**config.mk**
```make
export PLATFORM = sky130hd
export DESIGN_NAME = lgnc_ram
export DESIGN_NICKNAME = d
export VERILOG_FILES = /design/src/rtl/lgnc_ram.sv
export SDC_FILE = /design/constraint.sdc
export NUM_CORES = 2
export LEC_CHECK = 0
export BUFFER_PORTS_ARGS = -buffer_cell sky130_fd_sc_hd__buf_2
export CORE_MARGIN = 1.5
export CORE_UTILIZATION = 60
export DETAILED_ROUTE_END_ITERATION = 8
export GPL_ROUTABILITY_DRIVEN = 1
export HOLD_SLACK_MARGIN = 0.12
export PLACE_DENSITY = 0.76
export REMOVE_ABC_BUFFERS = 1
export SYNTH_ARGS = -nofsm -noshare
export SYNTH_HDL_FRONTEND = slang
export SYNTH_SLANG_ARGS = --single-unit
```
**constraint.sdc**
```tcl
create_clock -name clk -period 10.3 [get_ports clk]
set_input_delay 1.03 -clock clk [delete_from_list [all_inputs] [get_ports clk]]
set_output_delay 1.03 -clock clk [all_outputs]
set_load 0.05 [all_outputs]
```
**src/rtl/lgnc_ram.sv**
```systemverilog
// Generic single write port, single read port RAM with registered read.
module lgnc_ram #(
    parameter int WIDTH = 64,
    parameter int DEPTH = 64
) (
    input  logic                     clk,
    input  logic                     we,
    input  logic [$clog2(DEPTH)-1:0] waddr,
    input  logic [WIDTH-1:0]         wdata,
    input  logic [$clog2(DEPTH)-1:0] raddr,
    output logic [WIDTH-1:0]         rdata
);

    logic [WIDTH-1:0] mem [DEPTH];
    logic [WIDTH-1:0] rdata_reg;

    always_ff @(posedge clk) begin
        if (we) begin
            mem[waddr] <= wdata;
        end
        rdata_reg <= mem[raddr];
    end

    assign rdata = rdata_reg;

endmodule

```
==> flow_summary.toml <==
[run_status]
outcome = "finished clean"

[clock_network]
cts_buffers = 406
cts-resized-gates = 0
cts_setup_buffers = 0
clkSinkCount = 4160
cts-root-buf = "clkbuf_16"
clkLatencyLatePin_ns = 1.00
cts_hold_buf = 0
cts_tree = "yes"
h-tree-depth = 5
clkTransAtPathRegs_ns = 0.06
clk_path_buf_depth = 4

[sta]
min_period_over_period = 0.4213
finalMaxSlewViolations = 0
setup_viol_count_final = 0
clock_skew_ns = 0.09674
slew_headroom = 0.09931
max_freq_mhz = 230.5
worstMarginPinSlew_ns = 1.351
hold_viol = 0
rsz0062_at_grt = "no"
setup-tns-final_ns = 0
finalCriticalPeriod_ns = 4.339

[die]
rows = 187
core_area_mm2 = 0.2592
initial_core_util = 0.6031
die_area_mm2 = 0.2637
die_w_um = 513.5
pin_count = 142
dieHeight_um = 513.5

[power]
powerDensity_mw_per_mm2 = 201.5
leakagePower_nw = 54.61
vdd_drop_max_mv = 0.2040

[final_layout]
final-instance-count-excl-fill = 10710
drive_gt1_frac = 0.2795
num-nets-final = 7048
layout_common_cells = "edfxtp_1 (4096), mux4_2 (1024), clkbuf_16 (410)"
largest_reg_flops = 4096
area_growth_pct = 11.84
final_common_cell = "edfxtp_1"

[synth]
ys_types = 33
ys_warn_count = 0
netlist_instances = 6598
yosysTopAreaCellShare = 0.7867
async_flop_share = 0
synth_edf_count = 4096
yosys.area.top_type = "edfxtp_1"
seq_area_frac_synth = 0.7949
ys_dominant_reg_cell = "edfxtp_1"
synthTopCellsByArea = "edfxtp_1 (79%), mux4_2 (15%), mux2i_1 (0.86%)"
synth-seq-cells = 4160
syn-cell-area_mm2 = 0.1563
syn-mean-instance-area_um2 = 23.70

[worst_setup_path]
r2r_slack_ns = 8.07
regToRegStartpoint = "mem[19][6]"
required_ns = 11.12
startpoint_type = "input port"
cp_max_fo = 47
worstSetupEndpointType = "flip-flop"
worstReg2RegEnd = "rdata[6]"
path_class = "in2reg"
cp_data_arrival_time_ns = 5.16
worst_r2r_path_depth = 4

[route]
drtIter0Drc = 13090
vias_per_cell = 7.259
vias = 77770
drtAntennaViolNets = 0
drt-total-wl_um = 424600
drc_errors = 0
route.detailed.wl_per_inst_um = 39.63
drtPass1Iterations = 6

[hold_path]
holdCritPathClass = "in2reg"
hold-path-endpoint = "mem[54][62]"
holdPathStages = 3
hp-start = "waddr[2]"

[grt]
grt.total_usage = 0.3256
antenna_found_initial = 29
grt_pass1_wl_um = 596000
grt_start_max_net_pins = 127
grt_pass1_vias = 79120
grt-ovfl-total = 0

[flow_run]
drv_cap = 0

[placement]
place.detailed.hpwl_um = 210500
place_inst = 9964
gp_congestion = 0.8072
io_buffers = 141
==> cell usage after synthesis (58+ instances only) <==
master and count:
mux2i_1 135, dfxtp_1 64, nand2_1 58, buf_2 170, a211oi_1 63, o22ai_1 83, edfxtp_1 4096, clkbuf_1 140
a22oi_1 168, nor2_1 112, and3_1 64, a22o_1 88, mux4_2 1024
==> cell families (layout without fill, tap and decap cells) <==
logic type	count (synthesis)	after routing	synth area share
AND/OR/NAND/NOR	386	386	0.01240
other	0	22	0
multiplexers	1159	1159	0.1561
flip-flops	4160	4160	0.7949
AO/OA/AOI/OAI	504	504	0.02477
buffers and inverters	389	1080	0.01180
==> critical path, stage by stage <==
cell and delay (ns):
buf_8 0.19, nor2_4 0.99, buf_4 0.91, buf_4 0.75, a22oi_1 0.21, and3_1 0.25
a211oi_1 0.55
==> layout make-up <==
type                       instances  area (um^2)
sequential                      4160       124300
fill                           15160        84380
multi-input combinational       2049        30780
clock buffer                     510        10790
tap                             3402         4257
timing repair buffer             334         2340
clock inverter                   217         2297
inverter                          19        71.32
antenna                           22        55.05
==> metrics by stage <==
| stage | power [W] | utilization | area [um^2] | hold slack (ns) | worst slack [ns] |
|---|---|---|---|---|---|
| finish | 0.03523 | 0.6745 | 174900 | 0.6492 | 5.961 |
| global placement | 0.02079 | 0.6238 | 161700 | 0.8235 | 5.151 |
| global route | 0.03596 | 0.6744 | 174800 | 0.6215 | 5.990 |
| CTS | 0.03529 | 0.6743 | 174800 | 0.5968 | 6.023 |
| floorplan | 0.01995 | - | 154600 | 0.7878 | 3.970 |
| detailed placement | 0.02083 | 0.6238 | 161700 | 0.8234 | 5.202 |
==> per-layer routing <==
layer / global-route usage / part of all wire
met5: 0 / 0.00040
met4: 0.1570 / 0.056
met3: 0.07919 / 0.13
met2: 0.5130 / 0.48
met1: 0.4330 / 0.33
==> where the power goes <==
part           internal, W  switching (W)
registers           0.0187      0.0000704
clock network      0.00849        0.00623
logic             0.000572        0.00112
==> how the worst max path moves through the flow <==
stage	start	to	cells past startpoint
final	raddr[2]	rdata[52]	7
after global routing	raddr[3]	rdata[52]	7
after CTS	raddr[3]	rdata[52]	7
after detailed placement	raddr[3]	rdata[52]	7
after global placement	raddr[2]	rdata[52]	7
after floorplan	waddr[4]	mem[48][0]	3
(Power assumes the default switching activity.)
