**src/rtl/lgnc_pkg.sv**
```systemverilog
// Shared types and constants of the life grid neighbour count engine.
package lgnc_pkg;

    localparam int CFG_W     = 7;
    localparam int DIM_MIN   = 3;
    localparam int DIM_RESET = 64;

    localparam logic [1:0] OP_SET   = 2'd0;
    localparam logic [1:0] OP_CLEAR = 2'd1;
    localparam logic [1:0] OP_READ  = 2'd2;
    localparam logic [1:0] OP_STEP  = 2'd3;

    localparam logic CFG_COLS = 1'b0;
    localparam logic CFG_ROWS = 1'b1;

    typedef struct packed {
        logic [1:0] opcode;
        logic [5:0] col;
        logic [5:0] row;
    } lgnc_in_t;

    typedef struct packed {
        logic       alive;
        logic [3:0] neighbours;
    } lgnc_out_t;

    // Three vertically adjacent live bits held by one column cell.
    typedef struct packed {
        logic above;
        logic own;
        logic below;
    } lgnc_win_t;

endpackage

```
**src/rtl/lgnc_cell.sv**
```systemverilog
// One column cell: a three-row window of live bits and its Conway rule.
module lgnc_cell (
    input  logic              aclk,
    input  logic              shift_en,
    input  logic              shift_bit,
    input  lgnc_pkg::lgnc_win_t left_win,
    input  lgnc_pkg::lgnc_win_t right_win,
    output lgnc_pkg::lgnc_win_t win,
    output logic              next_live,
    output logic [3:0]        count
);
    import lgnc_pkg::*;

    lgnc_win_t win_reg;
    lgnc_win_t win_next;

    // rows move up one place per shift; new row enters at the bottom
    always_comb begin
        win_next.above = win_reg.own;
        win_next.own   = win_reg.below;
        win_next.below = shift_bit;
    end

    always_ff @(posedge aclk) begin
        if (shift_en) begin
            win_reg <= win_next;
        end
    end

    always_comb begin
        count = 4'(left_win.above) + 4'(left_win.own) + 4'(left_win.below)
              + 4'(right_win.above) + 4'(right_win.own) + 4'(right_win.below)
              + 4'(win_reg.above) + 4'(win_reg.below);
        if (win_reg.own) begin
            next_live = (count == 4'd2) || (count == 4'd3);
        end else begin
            next_live = (count == 4'd3);
        end
    end

    assign win = win_reg;

endmodule

```
**config.mk**
```make
export PLATFORM = sky130hd
export DESIGN_NAME = lgnc_cell
export DESIGN_NICKNAME = d
export VERILOG_FILES = /design/src/rtl/lgnc_pkg.sv /design/src/rtl/lgnc_cell.sv
export SDC_FILE = /design/constraint.sdc
export NUM_CORES = 1
export LEC_CHECK = 0
export ABC_CLOCK_PERIOD_IN_PS = 9150
export BUFFER_PORTS_ARGS = -buffer_cell sky130_fd_sc_hd__buf_2
export CAP_MARGIN = 20
export CORE_AREA = 2 2 39 41
export CTS_CLUSTER_DIAMETER = 40
export DETAILED_ROUTE_END_ITERATION = 12
export DIE_AREA = 0 0 41 43
export HOLD_SLACK_MARGIN = 0.1
export RECOVER_POWER = 100
export SYNTH_ARGS = -nofsm -noshare
export SYNTH_HDL_FRONTEND = slang
export SYNTH_SLANG_ARGS = --single-unit
export TNS_END_PERCENT = 100
```
**constraint.sdc**
```tcl
create_clock -name aclk -period 9.15 [get_ports aclk]
set_input_delay 1.3725 -clock aclk [delete_from_list [all_inputs] [get_ports aclk]]
set_output_delay 1.3725 -clock aclk [all_outputs]
set_load 0.03 [all_outputs]
```
==> results.yml <==
outcome:
  status: "completed"
logic_synthesis:
  netlist_top_cells_area: "edfxtp_1, fa_1, ha_1, inv_1, a211oi_2"
  synth_top_area_share_pct: 32.3
  syn_area_um2: 279
  yosys_warnings: 0
  syn_inst: 23
  yosysMostFrequentCell: "inv_1"
  synth.ff_latch_count: 3
  synth_edf_count: 3
  ys_seq_area_share_pct: 32.3
  ys.flop_type: "edfxtp_1"
  synthArstFlopShare_pct: 0
  synth.distinct_cells: 9
  synth_top_cell_by_area: "edfxtp_1"
  syn-num-nets: 39
  synth_commonest_cells: "inv_1, fa_1, edfxtp_1, ha_1"
  syn-mean-instance-area_um2: 12.1
critical_path:
  reg2regPathDepth: 0
  critPathMaxStageDelay_ns: 0.52
  cp.required_ns: 7.78
  cp-end-kind: "primary output"
  path_max_fanout: 2
  cpMostUsedCell: "fa_1"
  r2r-start: "win[1]"
  ff2ff_setup_slack_ns: 8.48
  critPathArrivalTime_ns: 4.38
  r2r-end: "win[2]"
  crit_path_cell_trace: "buf_2 -> fa_1 -> inv_1 -> fa_1 -> fa_1 -> inv_1 -> ha_1 -> fa_1 -> o21ai_0 -> a211oi_2 -> clkbuf_1"
  crit_type: "input port to primary output"
  start_kind: "input port"
  slowest_stage: "fa_1"
pwr:
  leakagePower_nw: 0.199
  ir_worst_vdd_uv: 112
  power-per-cell-area_nw_per_um2: 243
  power.total_mw: 0.0960
clock_tree:
  clock_path_buffers: 2
  clkTransAtPathRegs_ns: 0.04
  tritoncts: "yes"
  cts_buffers: 3
  clk_latency_ns: 0.23
  cts_resized: 0
  cts_hold_buffers: 0
  post-cts-setup-buffer-count: 0
  cts_root_buf: "clkbuf_4"
  clock_sinks: 3
  cts_max_level: 1
layout:
  largest_reg_flops: 3
  final_nets: 60
  drive_above_1_share_pct: 27.9
  antennaDiodeCount: 0
  area_delta_synth_final_pct: 41.3
routing:
  via_per_inst: 3.75
  dr.pass1.iters: 3
  detail_route.wl_per_cell_um: 8.47
  ant_nets: 0
  post-route-drc-count: 0
  drtIter0Drc: 5
  wl_um: 500
  num_vias: 221
placed_design:
  pre_cts_slack_ns: 3.50
  port_buffers: 16
  hpwl_um: 403
  gp_congestion: 0.604
timing:
  hold_slack_ns: 0.477
  fmax_ghz: 0.174
  fin_ws_ns: 3.40
  rsz0062_at_grt: "no"
  finalSetupTns_ns: 0
  fin_worst_skew_ns: 0.00275
  worstMarginPinSlew_ns: 0.371
  slew_viol_final: 0
  slew_headroom_pct: 75.4
  fin_crit_sh_pct: 62.9
  report.final.setup_viol: 0
  post-route-min-period_ns: 5.75
  finalHoldViolCount: 0
grt:
  grt_start_max_net_pins: 4
  grt_overflow: 0
  grt_pass1_vias: 220
  grt_pass1_wl_um: 841
  antenna_found_initial: 0
  top_usage_layer: "met4"
  use_met3_pct: 4.19
  use_met2_pct: 8.44
  gr-usage-met1_pct: 8.85
  grt_usage_pct: 7.78
hold_path:
  hold_end: "win[1]"
  min_path_type: "flop to flop"
  hp-start: "win[0]"
  hold_depth: 0
floorplan:
  initial_core_util_pct: 20.2
  dieArea_um2: 1760
  core_um2: 1380
  ios: 17
  rows: 14
  die_w_um: 41
  die-height_um: 43
flow_run:
  maxCapViolCount: 0
[kinds of logic after synthesis]
family	count (synthesis)	synth area share, %
DFF	3	32.3
buffers and inverters	8	10.8
and+or+nand+nor	1	2.69
AOI/OAI and AO/OA	3	8.97
adders and majority gates	7	42.2
xor gates and xnor gates	1	3.14
[report_power, final]
part / switching (mW) / internal (mW)
Sequential: 0.000551 / 0.0164
Combinational: 0.0392 / 0.0163
Clock: 0.00716 / 0.0164
[worst max path at each step]
stage,start,to,cells after the start
2_1_floorplan,left_win[0],next_live,9
3_3_place_gp,left_win[0],next_live,11
3_5_place_dp,left_win[0],next_live,11
4_1_cts,left_win[0],next_live,11
5_1_grt,left_win[0],next_live,11
6_report,left_win[0],next_live,11
[stage by stage]
stage                     instances  utilization, %  cell area [um^2]
final                            59            28.5               394
after global placement           55            27.4               379
after floorplan                  23               -               279
after CTS                        59            29.3               405
after detailed placement         55            27.4               379
after global routing             59            28.5               394
[critical path, delay by kind of cell]
family | cells | cell delay (ns)
adders and majority gates | 5 | 2.16
buffers and inverters | 4 | 0.52
AOI/OAI and AO/OA | 2 | 0.33
[layout by cell type (no fill, tap or decap)]
| master | n |
|---|---|
| ha_1 | 3 |
| fa_1 | 4 |
| o21ai_0 | 1 |
| a21o_1 | 1 |
| and2_2 | 1 |
| edfxtp_1 | 3 |
| inv_1 | 8 |
| buf_2 | 7 |
| xor2_1 | 1 |
| clkbuf_1 | 10 |
| clkbuf_4 | 3 |
| a211oi_2 | 1 |
[metal layers]
metal  part of all wire [%]  vias up
li1                       -      111
met1                     43       98
met2                     45       12
met3                     11        0
met4                      0        0
met5                      0        -
[area by class of cell]
class / count / area [um^2]
Clock buffer: 4 / 26.3
Fill cell: 159 / 990
Timing Repair Buffer: 16 / 68.8
Tap cell: 16 / 20.0
Inverter: 8 / 30.0
Sequential cell: 3 / 90.1
Multi-Input combinational cell: 12 / 159
Power figures use the tool's default switching activity.
